### config.mk
export PLATFORM = sky130hd
export DESIGN_NAME = qet_front_flat
export DESIGN_NICKNAME = d
export VERILOG_FILES = /design/src/rtl/qet_pkg.sv /design/src/rtl/qet_ifs.sv /design/src/rtl/qet_front.sv /design/src/flat_wrapper.sv
export SDC_FILE = /design/constraint.sdc
export NUM_CORES = 1
export LEC_CHECK = 0
export BUFFER_PORTS_ARGS = -buffer_cell sky130_fd_sc_hd__buf_2
export CORE_AREA = 3 3 40 42
export DETAILED_ROUTE_END_ITERATION = 8
export DIE_AREA = 0 0 43 45
export GPL_TIMING_DRIVEN = 0
export PLACE_DENSITY = 0.74
export RECOVER_POWER = 100
export REMOVE_ABC_BUFFERS = 1
export SETUP_SLACK_MARGIN = 0.05
export SYNTH_ARGS = -nofsm -noshare
export SYNTH_HDL_FRONTEND = slang
export SYNTH_SLANG_ARGS = --single-unit
### constraint.sdc
create_clock -name clk -period 3.5 [get_ports clk]
set_input_delay 0.525 -clock clk [delete_from_list [all_inputs] [get_ports clk]]
set_output_delay 0.525 -clock clk [all_outputs]
set_load 0.01 [all_outputs]
### src/rtl/qet_pkg.sv
// Shared types and constants for the quoted escape tokenizer.
`timescale 1ns / 1ps

package qet_pkg;

  localparam int QDEPTH = 4;
  localparam int QPTR_W = $clog2(QDEPTH);
  localparam int QCNT_W = $clog2(QDEPTH + 1);

  localparam logic [7:0] CH_QUOTE  = 8'h22;
  localparam logic [7:0] CH_BSLASH = 8'h5C;
  localparam logic [7:0] CH_N      = 8'h6E;
  localparam logic [7:0] CH_T      = 8'h74;
  localparam logic [7:0] CH_ZERO   = 8'h30;
  localparam logic [7:0] CH_SEVEN  = 8'h37;
  localparam logic [7:0] CH_SPACE  = 8'h20;
  localparam logic [7:0] CH_HT     = 8'h09;
  localparam logic [7:0] CH_CR     = 8'h0D;
  localparam logic [7:0] CH_LF     = 8'h0A;

  typedef enum logic [1:0] {
    KIND_BYTE      = 2'd0,
    KIND_END       = 2'd1,
    KIND_NOQUOTE   = 2'd2,
    KIND_BACKSLASH = 2'd3
  } kind_t;

  typedef enum logic [2:0] {
    CLS_EOL,
    CLS_QUOTE,
    CLS_BSLASH,
    CLS_N,
    CLS_T,
    CLS_OCTAL,
    CLS_SPACE,
    CLS_OTHER
  } cls_t;

  typedef struct packed {
    cls_t       cls;
    logic [7:0] char_byte;
  } item_t;

  typedef struct packed {
    logic [7:0] out_byte;
    kind_t      out_kind;
    logic       last_of_run;
  } res_t;

endpackage

### src/rtl/qet_ifs.sv
// Valid/ready stream interfaces for the tokenizer's byte input and result output.
`timescale 1ns / 1ps

interface qet_char_if;
  logic       valid;
  logic       ready;
  logic [7:0] char_byte;
  logic       line_end;

  modport source (output valid, output char_byte, output line_end, input ready);
  modport sink   (input valid, input char_byte, input line_end, output ready);
endinterface


### src/rtl/qet_front.sv
// Front stage: accepts input bytes and classifies them into a registered item.
`timescale 1ns / 1ps

module qet_front import qet_pkg::*; (
  input  logic       clk,
  input  logic       rst,
  qet_char_if.sink   chars,
  output logic       push_valid,
  output item_t      push_item,
  input  logic       push_ready
);

  logic  fvalid;
  item_t fitem;
  cls_t  cls_next;

  always_comb begin
    priority if (chars.line_end || chars.char_byte == 8'h00) begin
      cls_next = CLS_EOL;
    end else if (chars.char_byte == CH_QUOTE) begin
      cls_next = CLS_QUOTE;
    end else if (chars.char_byte == CH_BSLASH) begin
      cls_next = CLS_BSLASH;
    end else if (chars.char_byte == CH_N) begin
      cls_next = CLS_N;
    end else if (chars.char_byte == CH_T) begin
      cls_next = CLS_T;
    end else if (chars.char_byte >= CH_ZERO && chars.char_byte <= CH_SEVEN) begin
      cls_next = CLS_OCTAL;
    end else if (chars.char_byte == CH_SPACE ||
                 (chars.char_byte >= CH_HT && chars.char_byte <= CH_CR)) begin
      cls_next = CLS_SPACE;
    end else begin
      cls_next = CLS_OTHER;
    end
  end

  assign chars.ready = !fvalid || push_ready;
  assign push_valid  = fvalid;
  assign push_item   = fitem;

  always_ff @(posedge clk) begin
    if (rst) begin
      fvalid <= 1'b0;
    end else if (chars.valid && chars.ready) begin
      fvalid          <= 1'b1;
      fitem.cls       <= cls_next;
      fitem.char_byte <= chars.char_byte;
    end else if (push_ready) begin
      fvalid <= 1'b0;
    end
  end

endmodule

### src/flat_wrapper.sv
// flat-port wrapper written by rule: the top's interface ports become plain ports
module qet_front_flat import qet_pkg::*;
  (clk, rst, push_valid, push_item, push_ready, chars_valid, chars_char_byte, chars_line_end, chars_ready);
  qet_char_if chars_i ();
  input  logic clk;
  input  logic rst;
  output logic push_valid;
  output item_t push_item;
  input  logic push_ready;
  input wire logic [$bits(chars_i.valid)-1:0] chars_valid;
  input wire logic [$bits(chars_i.char_byte)-1:0] chars_char_byte;
  input wire logic [$bits(chars_i.line_end)-1:0] chars_line_end;
  output wire logic [$bits(chars_i.ready)-1:0] chars_ready;
  assign chars_i.valid = chars_valid;
  assign chars_i.char_byte = chars_char_byte;
  assign chars_i.line_end = chars_line_end;
  assign chars_ready = chars_i.ready;
  qet_front u_core (.clk(clk), .rst(rst), .chars(chars_i), .push_valid(push_valid), .push_item(push_item), .push_ready(push_ready));
endmodule
==> flow_metrics.env <==
export IMPL_fill_cells=120
export IMPL_required_ns=3.36
export IMPL_worstHoldPathCells=2
export IMPL_drt_total_wl_um=1100
export IMPL_synth_top_area_share_pct=58.1
export IMPL_cp_max_fo=11
export IMPL_synthToLayoutAreaGrowth_pct=22.5
export IMPL_cpLargestDelayFamily="simple AND/OR/NAND/NOR gates"
export IMPL_rsz0062_at_grt="false"
export IMPL_r2r_cells=2
export IMPL_netlist_instances=44
export IMPL_antenna_found_initial=0
export IMPL_numCtsBuffers=3
export IMPL_ctsHoldBuffers=0
export IMPL_yosysWarnings=0
export IMPL_slew_headroom_pct=5.02
export IMPL_post_route_util_pct=54.1
export IMPL_min_path_type="primary input to flop"
export IMPL_vdd_drop_max_mv=0.141
export IMPL_clk_insertion_delay_late_ns=0.26
export IMPL_avgViaCountPerCell=5.31
export IMPL_first_pass_iters=4
export IMPL_htree_num_levels=1
export IMPL_tritoncts="done"
export IMPL_clk_pin_slew_worst_paths_ns=0.06
export IMPL_period_share_pct=56.0
export IMPL_worstReg2RegEnd="u_core.push_item[2]$_DFFE_PP_"
export IMPL_grt_overflow_total=0
export IMPL_multi_input_area_um2=194
export IMPL_yosys_area_top_type="edfxtp_1"
export IMPL_grt_first_pass_wirelength_um=1740
export IMPL_dp_cells=82
export IMPL_crit_path_end_kind="flop"
export IMPL_core_area_um2=1280
export IMPL_synth_flop_cell="edfxtp_1"
export IMPL_drive_above_1_share_pct=11.3
export IMPL_drtIter0Drc=4
export IMPL_cp_slowest_cell="nor3b_1"
export IMPL_status="finished, final reports clean"
export IMPL_grt_pass1_vias=397
export IMPL_maxCapViolCount=0
export IMPL_cp_buffers_inverters=0
export IMPL_clock_fmax_mhz=510
export IMPL_path_class="flop to flop"
export IMPL_io_pins=26
export IMPL_die_area_um2=1940
export IMPL_ys_seq_elements=12
export IMPL_cts_root_buf="clkbuf_4"
export IMPL_die_width_um=43
export IMPL_die_h_um=45
export IMPL_drc=0
export IMPL_gp_congestion=0.811
export IMPL_ys_top_cells_by_area="edfxtp_1, dfxtp_1, or3_1"
export IMPL_wire_per_inst_um=12.8
export IMPL_skew_ns=0.0102
export IMPL_numClockSinks=12
export IMPL_cts_resized=0
export IMPL_p_per_area_nw_per_um2=408
export IMPL_holdPathEnd="u_core.push_valid$_SDFFE_PP0P_"
export IMPL_r2r_start="u_core.push_valid$_SDFFE_PP0P_"
export IMPL_cts_path_max_buffers=2
export IMPL_io_buffers=25
export IMPL_placementRows=13
export IMPL_slowest_delay_ns=1.12
export IMPL_cp_start_kind="flop"
export IMPL_initial_utilization_pct=44.2
export IMPL_hold_violations=0
export IMPL_setup_tns_ns=0
export IMPL_hp_start="rst"
export IMPL_crit_chain="nor2b_1 > nor3b_1"
export IMPL_period_minus_slack_ns=1.96
export IMPL_regArea_um2=350
export IMPL_grt_start_max_net_pins=12
export IMPL_fin_nets=85
export IMPL_vias=457
export IMPL_setup_viol=0
export IMPL_track_usage_pct=12.4
export IMPL_post_cts_buffers=0
export IMPL_reg2reg_slack_ns=1.54
export IMPL_ys_types=24
export IMPL_p_leak_nw=0.228
export IMPL_syn_area_per_cell_um2=12.9
export IMPL_yosysSeqAreaShare_pct=61.7
export IMPL_diodes=0
export IMPL_worst_slew_pin_slew_ns=1.42
export IMPL_timing_final_max_slew_violations=0
export IMPL_ant_nets=0
export IMPL_instances_no_fill=86
export IMPL_synth_edf_count=11
export IMPL_arrival_ns=1.82
export IMPL_syn_area_um2=568
export IMPL_synth_async_reset_ratio_pct=0
## flip-flops by register name, indices dropped and copies added (netlist names)
register / count
u_core.push_item: 11
u_core.push_valid: 1
## layer usage
layer	track usage, %	vias to the layer above	share of wire [%]
li1	-	228	-
met1	12.9	208	38
met2	22.8	21	56
met3	1.59	0	5.9
met4	9.64	0	0
met5	0	-	0
## cells by family after synthesis
| group | count (synthesis) | share of synthesized area, % |
|---|---|---|
| buffers and inverters | 4 | 4.18 |
| DFF | 12 | 61.7 |
| and+or+nand+nor | 19 | 20.0 |
| xor gates and xnor gates | 2 | 3.08 |
| AOI/OAI and AO/OA | 7 | 11.0 |
## cells in the final DEF, fill, tap and decap left out
master / instances
nor2b_1: 2
nand2b_1: 1
buf_2: 4
clkbuf_4: 3
nor4_1: 1
o311ai_0: 1
edfxtp_1: 11
nor3_1: 2
or4b_1: 1
o2111ai_1: 1
and3_1: 1
a211o_1: 1
xor2_1: 2
a41oi_1: 1
or3_1: 3
a311oi_1: 2
nor4bb_1: 1
inv_1: 2
dfxtp_1: 1
clkbuf_1: 22
nor2_1: 4
a22o_2: 1
nand3b_1: 1
nor3b_1: 1
nand2_1: 1
## stage by stage
| stage | total power, mW | hold slack (ns) | setup WS (ns) | area (µm²) |
|---|---|---|---|---|
| 2_1_floorplan | 0.185 | 0.597 | 1.64 | 552 |
| 3_3_place_gp | 0.206 | 0.590 | 1.31 | 696 |
| 3_5_place_dp | 0.208 | 0.597 | 1.28 | 696 |
| 4_1_cts | 0.289 | 0.437 | 1.50 | 722 |
| 5_1_grt | 0.299 | 0.434 | 1.32 | 696 |
| 6_report | 0.284 | 0.446 | 1.54 | 696 |
## worst reg2reg max path, stage by stage (launching register included)
cell     delay [ns]
dfxtp_1        0.30
nor2b_1        0.15
nor3b_1        1.12
## worst max-delay path by stage
stage / cells after the start / to / slack, ns / startpoint
2_1_floorplan: 2 / u_core.push_item[0]$_DFFE_PP_ / 1.64 / push_ready
3_3_place_gp: 3 / u_core.push_item[8]$_SDFFCE_PP0P_ / 1.31 / push_ready
3_5_place_dp: 3 / u_core.push_item[8]$_SDFFCE_PP0P_ / 1.28 / push_ready
4_1_cts: 2 / u_core.push_item[9]$_SDFFCE_PP0P_ / 1.50 / u_core.push_valid$_SDFFE_PP0P_
5_1_grt: 2 / u_core.push_item[9]$_SDFFCE_PP0P_ / 1.32 / u_core.push_valid$_SDFFE_PP0P_
6_report: 2 / u_core.push_item[2]$_DFFE_PP_ / 1.54 / u_core.push_valid$_SDFFE_PP0P_
## cell usage after synthesis (2+ instances only)
library cell   n
edfxtp_1      11
a311oi_1       2
or3_1          3
nor2b_1        2
inv_1          2
xor2_1         2
nor3_1         2
nor2_1         4
## area by class of cell
class / count / area share, %
Sequential cell: 12 / 50.4
Multi-Input combinational cell: 28 / 27.9
Timing Repair Buffer: 25 / 14.2
Clock buffer: 4 / 3.78
Tap cell: 15 / 2.70
Inverter: 2 / 1.08
## power breakdown
group          switching (mW)  internal [mW]  leakage, nW  total [mW]
registers             0.00156          0.164        0.111       0.166
logic                  0.0229         0.0131        0.102      0.0360
clock network          0.0385         0.0439       0.0150      0.0824
total                  0.0629          0.221        0.228       0.284
Power figures use the tool's default switching activity.
