===== src/rtl/qet_pkg.sv =====
// Shared types and constants for the quoted escape tokenizer.
`timescale 1ns / 1ps

package qet_pkg;

  localparam int QDEPTH = 4;
  localparam int QPTR_W = $clog2(QDEPTH);
  localparam int QCNT_W = $clog2(QDEPTH + 1);

  localparam logic [7:0] CH_QUOTE  = 8'h22;
  localparam logic [7:0] CH_BSLASH = 8'h5C;
  localparam logic [7:0] CH_N      = 8'h6E;
  localparam logic [7:0] CH_T      = 8'h74;
  localparam logic [7:0] CH_ZERO   = 8'h30;
  localparam logic [7:0] CH_SEVEN  = 8'h37;
  localparam logic [7:0] CH_SPACE  = 8'h20;
  localparam logic [7:0] CH_HT     = 8'h09;
  localparam logic [7:0] CH_CR     = 8'h0D;
  localparam logic [7:0] CH_LF     = 8'h0A;

  typedef enum logic [1:0] {
    KIND_BYTE      = 2'd0,
    KIND_END       = 2'd1,
    KIND_NOQUOTE   = 2'd2,
    KIND_BACKSLASH = 2'd3
  } kind_t;

  typedef enum logic [2:0] {
    CLS_EOL,
    CLS_QUOTE,
    CLS_BSLASH,
    CLS_N,
    CLS_T,
    CLS_OCTAL,
    CLS_SPACE,
    CLS_OTHER
  } cls_t;

  typedef struct packed {
    cls_t       cls;
    logic [7:0] char_byte;
  } item_t;

  typedef struct packed {
    logic [7:0] out_byte;
    kind_t      out_kind;
    logic       last_of_run;
  } res_t;

endpackage


===== src/rtl/qet_fifo.sv =====
// Short queue of classified items between the front and back stages.
`timescale 1ns / 1ps

module qet_fifo import qet_pkg::*; (
  input  logic  clk,
  input  logic  rst,
  input  logic  push_valid,
  input  item_t push_item,
  output logic  push_ready,
  output logic  pop_valid,
  output item_t pop_item,
  input  logic  pop
);

  item_t              slots [QDEPTH];
  logic [QPTR_W-1:0]  wr_ptr;
  logic [QPTR_W-1:0]  rd_ptr;
  logic [QCNT_W-1:0]  count;
  logic               do_push;
  logic               do_pop;

  assign push_ready = count != QCNT_W'(QDEPTH);
  assign pop_valid  = count != '0;
  assign pop_item   = slots[rd_ptr];
  assign do_push    = push_valid && push_ready;
  assign do_pop     = pop && pop_valid;

  always_ff @(posedge clk) begin
    if (rst) begin
      wr_ptr <= '0;
      rd_ptr <= '0;
      count  <= '0;
    end else begin
      if (do_push) begin
        slots[wr_ptr] <= push_item;
        wr_ptr        <= (wr_ptr == QPTR_W'(QDEPTH - 1)) ? '0 : wr_ptr + 1'b1;
      end
      if (do_pop) begin
        rd_ptr <= (rd_ptr == QPTR_W'(QDEPTH - 1)) ? '0 : rd_ptr + 1'b1;
      end
      if (do_push && !do_pop) begin
        count <= count + 1'b1;
      end else if (do_pop && !do_push) begin
        count <= count - 1'b1;
      end
    end
  end

endmodule


===== config.mk =====
export PLATFORM = sky130hd
export DESIGN_NAME = qet_fifo
export DESIGN_NICKNAME = d
export VERILOG_FILES = /design/src/rtl/qet_pkg.sv /design/src/rtl/qet_fifo.sv
export SDC_FILE = /design/constraint.sdc
export NUM_CORES = 1
export LEC_CHECK = 0
export BUFFER_PORTS_ARGS = -buffer_cell sky130_fd_sc_hd__clkbuf_2
export CORE_UTILIZATION = 50
export DETAILED_ROUTE_END_ITERATION = 6
export GPL_ROUTABILITY_DRIVEN = 0
export PLACE_DENSITY_LB_ADDON = 0.05
export SETUP_SLACK_MARGIN = 0.15
export SLEW_MARGIN = 0
export SYNTH_ARGS = -nofsm -noshare
export SYNTH_HDL_FRONTEND = slang
export SYNTH_SLANG_ARGS = --single-unit

===== constraint.sdc =====
create_clock -name clk -period 2.2 [get_ports clk]
set_input_delay 0.33 -clock clk [delete_from_list [all_inputs] [get_ports clk]]
set_output_delay 0.33 -clock clk [all_outputs]
set_load 0.005 [all_outputs]

==> summary.txt, run 1 <==
Final layout
  – Non-Filler Instances: 200
  – Nets: 171
  – Most frequent cells in the layout: 44 x edfxtp_1, 27 x clkbuf_2, 11 x mux4_2, 11 x buf_4
  – Leading cell type in the layout, fill and taps excluded: edfxtp_1
  – Antenna cells: 0
  – Layout Area Growth over Synthesis: 18.9%
  – Fin util: 0.615
  – Share of post-route cells with drive strength above 1: 0.460

Setup path
  – Reg2reg end: count[2]
  – CP cell instances: nor3b_2 > inv_2 > nand2_2 > inv_2 > ha_4 > inv_1 > fa_2 > xor2_1 > or3_1 > a21oi_1
  – Critical path fanouts, max: 5
  – Worst reg2reg path depth: 10
  – Crit path from: count[2]
  – Worst Path Required: 2420 ps
  – Setup crit end kind: flip-flop
  – R2r startpoint: count[2]
  – Type of origin of the critical path: flip-flop
  – Worst R2R Setup Slack: 250 ps
  – CP max stage delay: 370 ps
  – Slowest CP cell: dfxtp_4
  – Arr. time, crit path: 2180 ps
  – CP dominant cell by count: inv_2
  – Setup CP Type: reg -> reg

Die
  – # rows: 23
  – Core ar.: 4000 sq um
  – Die X: 66.3 microns
  – Die area: 4400 sq um
  – Ports: 28
  – Die height: 66.3 microns
  – Initial core utilization: 0.517

Clocking
  – Worst-path clk slew: 90 ps
  – Cts bufs inserted: 5
  – CTS tree: yes
  – Clock Latency Late Sink: 300 ps
  – CTS H-tree depth: 2
  – Hold buffer count at cts: 0
  – Clock sink total: 53
  – Clk root buf: clkbuf_8
  – Longest Clk Path Bufs: 2

Run
  – Maxcap violations: 0

Timing
  – Final Critical Period: 1950 ps
  – RSZ-0062 raised after global routing: false
  – Total negative setup slack: 0 ps
  – Fin. Hold Viols: 0
  – Measured slew at the worst slew-check pin: 529 ps
  – Slew Limit Fails: 0
  – Finish-stage setup viols: 0
  – Max Fclk: 0.512 GHz
  – Clock Skews: 8.23 ps
  – Tcrit/Tclk final: 0.887
  – Relative slew slack: 0.647

Synth
  – Gate Count Post-Synth: 107
  – Post-synth cell types: 24
  – #FFs+latches synth: 53
  – Synthesized net count: 129
  – Post-synthesis sequential area ratio: 0.726
  – Mapped Avg Cell Area: 19.3 sq um
  – Post-synth top area share: 0.638
  – Synth Warn #: 0
  – Synthesized area: 2070 sq um
  – Yosys top cell by area: edfxtp_1
  – Largest cells by area after synthesis: edfxtp_1 64%, mux4_2 12%, dfxtp_1 8.7%

Pwr
  – Pint: 0.00182 W
  – Clock share of power: 0.220
  – VDD IR-drop max: 0.000731 V
  – Sequential Power Share: 0.514
  – Combinational share of power: 0.266
  – Overall power consumption: 0.00249 W
  – Pwr/cell area: 1010 nW/um^2
  – P_sw: 0.000675 W
  – Switch share: 0.271
  – Static Leak: 0.895 nW

Detailed routing
  – Residual DRC: 0
  – Initial DRC count: 65
  – Vias: 1051
  – Routed WL: 3220 microns
  – WL per Instance: 16.1 microns
  – Drt via density: 5.26
  – Number of nets with antenna violations after routing: 0
  – Pre-Repair DR Iteration Count: 4

Global route
  – Vias in the first global route: 1101
  – Largest net degree at the start of global routing: 17
  – Global-route wire length before repair: 5220 microns
  – Initial antenna violation count: 0
  – GRT Residual Overflow: 0
  – Global Route Usage Sum: 0.172

Place
  – Placed cell count: 189
  – HPWL after detailed placement: 2260 microns
  – PortBufs: 27

Hold path
  – Min-Delay Startpoint: push_item[3]
  – Hold Path Class: in -> reg
  – Hold Crit Depth: 1
  – Hold EP: slots[0][3]

Status
  – Status: completed
-- worst max-delay path by stage --
stage	endpoint	slack, ps	cells after the start
CTS	count[2]	150	10
detailed placement	count[2]	20	7
global route	count[2]	150	10
finish	count[2]	250	10
floorplan	count[2]	220	7
global placement	count[2]	150	7
-- metal layers --
layer  GRT usage  vias to the layer above  share of wire
li1            -                      503              -
met1       0.187                      521           0.38
met2       0.309                       21           0.57
met3      0.0569                        6          0.034
met4      0.0638                        0          0.016
met5           0                        -              0
-- power by group through the flow --
stage / Sequential (W) / Clock [W] / Combinational (W)
CTS: 0.00128 / 0.000568 / 0.000637
finish: 0.00128 / 0.000549 / 0.000663
detailed placement: 0.00129 / 0 / 0.000600
floorplan: 0.00126 / 0 / 0.000413
global placement: 0.00128 / 0 / 0.000580
global route: 0.00130 / 0.000605 / 0.000743
-- timing repair --
item	CTS	global route
setup endpoints to repair	1	1
gates resized for setup	6	2
buffers inserted	2	1
pin swaps	2	0
-- Yosys cell counts --
cell type,instances
a21oi_1,3
buf_2,1
buf_4,1
clkbuf_1,1
dfxtp_1,9
edfxtp_1,44
fa_1,1
ha_1,6
inv_1,4
inv_2,2
mux2i_1,2
mux4_2,11
nand2_1,1
nand2_2,1
nand3_1,2
nor2_1,3
nor3_1,1
nor3b_1,4
nor3b_2,1
o21ai_0,2
o31ai_2,2
or3_1,2
or3_2,1
xor2_1,2
-- stage by stage --
stage	hold slack, ps	area [sq um]	setup WS [ps]
after floorplan	422	2070	222
after global placement	480	2310	146
after detailed placement	504	2310	24.0
after CTS	237	2440	154
after global routing	234	2460	149
final	245	2460	248
-- final cells by class --
type	instances	area, sq um
fill	296	1540
sequential	53	1510
multi-input combinational	45	553
timing repair buffer	38	218
clock buffer	6	82.6
tap	50	62.6
inverter	6	22.5
clock inverter	2	13.8
-- state kept, by name, summed over array words and instances, names as in the netlist, named ones only --
register  cells
count         3
slots        44
rd_ptr        2
wr_ptr        2
-- cell families (layout without fill, tap and decap cells) --
group,Yosys count,count (layout),share of synthesized area
fa+ha+maj,7,7,0.0459
xor+xnor,2,2,0.00847
compound gates,7,7,0.0242
buf+inv,9,52,0.0187
simple gates,16,16,0.0478
mux,13,13,0.129
flops,53,53,0.726
-- critical path: cells and delay by family, from the launching register on --
| family | cells | cell delay, ps |
|---|---|---|
| simple gates | 3 | 550 |
| fa+ha+maj | 2 | 470 |
| flops | 1 | 370 |
| buf+inv | 3 | 200 |
| xor+xnor | 1 | 150 |
| compound gates | 1 | 140 |
(Power assumes the default switching activity.)
==> run 2, diff against run 1 <==
- PLACE_DENSITY_LB_ADDON: 0.05 -> 0.2
==> summary.txt, run 2 (synthesized netlist as in run 1, its figures left out) <==
Clocking
  – Hold buffer count at cts: 0 (unchanged)
  – Worst-path clk slew: 90 ps (about the same)
  – Clk root buf: clkbuf_8
  – CTS H-tree depth: 2 (unchanged)
  – CTS tree: yes
  – Clock Latency Late Sink: 300 ps (about the same)
  – Clock sink total: 53 (unchanged)
  – Longest Clk Path Bufs: 2 (unchanged)
  – Cts bufs inserted: 5 (unchanged)

Final layout
  – Nets: 170 (-0.58%)
  – Fin util: 0.620 (+0.00469)
  – Largest Register: slots
  – Share of post-route cells with drive strength above 1: 0.483 (+0.0232)
  – Leading cell type in the layout, fill and taps excluded: edfxtp_1
  – Largest registers: slots x44, count x3
  – Antenna cells: 0 (unchanged)
  – Design Area, Final: 2480 sq um (+0.76%)
  – Max FFs per register: 44 (unchanged)
  – Layout Area Growth over Synthesis: 19.8%
  – Most frequent cells in the layout: 44 x edfxtp_1, 27 x clkbuf_2, 11 x mux4_2
  – Filler cells: 299 (+1.0%)

Run
  – Maxcap violations: 0 (unchanged)

Status
  – Status: completed

Global route
  – GR peak layer: met2
  – Vias in the first global route: 1086 (-1.4%)
  – Global-route wire length before repair: 5130 microns (-1.6%)
  – Met1 Use GR: 0.183 (-0.00476)
  – Largest net degree at the start of global routing: 19 (+2)
  – Initial antenna violation count: 0 (unchanged)
  – Global Route Usage Sum: 0.171 (-0.00118)
  – Met2 usage: 0.315 (+0.00638)
  – GRT Residual Overflow: 0 (unchanged)
  – Met3 Track Usage GR: 0.0534 (-0.00345)

Die
  – Die X: 66.3 microns (unchanged)
  – Core ar.: 4000 sq um (unchanged)
  – Die height: 66.3 microns (unchanged)
  – Die area: 4400 sq um (unchanged)
  – Ports: 28 (unchanged)
  – # rows: 23 (unchanged)
  – Initial core utilization: 0.517 (unchanged)

Timing
  – Final setup margin: 257 ps (+8.85 ps)
  – Max Fclk: 0.515 GHz (+0.46%)
  – Slew Limit Fails: 0 (unchanged)
  – Final Critical Period: 1940 ps (-8.85 ps)
  – Clock Skews: 3.35 ps (-4.88 ps)
  – Finish-stage setup viols: 0 (unchanged)
  – Fin. Hold Viols: 0 (unchanged)
  – Final Hold Slack: 243 ps (-2.05 ps)
  – Total negative setup slack: 0 ps (unchanged)
  – Tcrit/Tclk final: 0.883 (-0.00402)
  – Measured slew at the worst slew-check pin: 559 ps (+29.5 ps)
  – Relative slew slack: 0.627 (-0.0197)
  – RSZ-0062 raised after global routing: false

Pwr
  – Pwr/cell area: 1020 nW/um^2 (+0.30%)
  – VDD IR-drop max: 0.000766 V (+4.8%)
  – Static Leak: 0.888 nW (-0.89%)

Setup path
  – Worst Path Required: 2430 ps (about the same)
  – Setup CP Type: reg -> reg
  – Type of origin of the critical path: flip-flop
  – Setup crit end kind: flip-flop
  – Arr. time, crit path: 2170 ps (about the same)
  – Critical path fanouts, max: 5 (unchanged)

Detailed routing
  – Number of nets with antenna violations after routing: 0 (unchanged)
  – Drt via density: 5.29 (+0.69%)
  – Initial DRC count: 30 (-54%)
  – Routed WL: 3330 microns (+3.6%)
  – Pre-Repair DR Iteration Count: 3 (-1)
  – WL per Instance: 16.8 microns (+4.1%)
  – Residual DRC: 0 (unchanged)
  – Vias: 1053 (+0.19%)

Hold path
  – Hold Path Class: in -> reg

Place
  – Placed inst area: 2320 sq um (+0.22%)
  – PortBufs: 27 (unchanged)
  – HPWL after detailed placement: 2290 microns (+1.6%)
  – Pre-CTS worst setup slack: 20.6 ps (-3.40 ps)
## run 2: report_power, final
part           switching [W]  internal [W]
Clock               0.000317      0.000231
Combinational       0.000305      0.000383
Sequential         0.0000920       0.00119
## run 2: path summary, 6_finish.rpt
path                startpoint           to  slack (ps)  depth (start not counted)
setup / recovery      count[2]     count[2]         260                          7
hold reg to reg      rd_ptr[0]    flip-flop         520                          2
hold / removal    push_item[9]  slots[0][9]         240                          1
setup reg to reg      count[2]     count[2]         260                          7
## run 2: metal layers
metal / up-vias / part of all wire
met3: 2 / 0.037
met1: 526 / 0.40
met5: - / 0
met4: 0 / 0.0048
li1: 501 / -
met2: 24 / 0.56
## run 2: final cells by class
type / count / area (sq um) / share of cell area
Sequential cell: 53 / 1510 / 0.608
Clock inverter: 3 / 26.3 / 0.0106
Timing Repair Buffer: 37 / 210 / 0.0848
Clock buffer: 5 / 68.8 / 0.0278
Multi-Input combinational cell: 45 / 578 / 0.233
Tap cell: 50 / 62.6 / 0.0252
Inverter: 6 / 25.0 / 0.0101
## run 2: worst max-delay path: stages (launching register included)
cell	delay [ps]
dfxtp_4	370
o31ai_4	340
ha_4	200
inv_1	50
fa_2	330
xor2_1	150
or3_1	300
a21oi_1	130
## run 2: what timing repair did
action | 4_1_cts | 5_1_grt
pin swaps | 2 | 2
buffers inserted | 1 | 3
endpoints found under the setup margin | 1 | 1
gates resized for setup | 6 | 4
## run 2: per-stage QoR
step | total power (W) | std cells
after floorplan | 0.00167 | 107
after global placement | 0.00186 | 187
after detailed placement | 0.00190 | 187
after CTS | 0.00248 | 196
after global routing | 0.00266 | 199
final | 0.00252 | 199
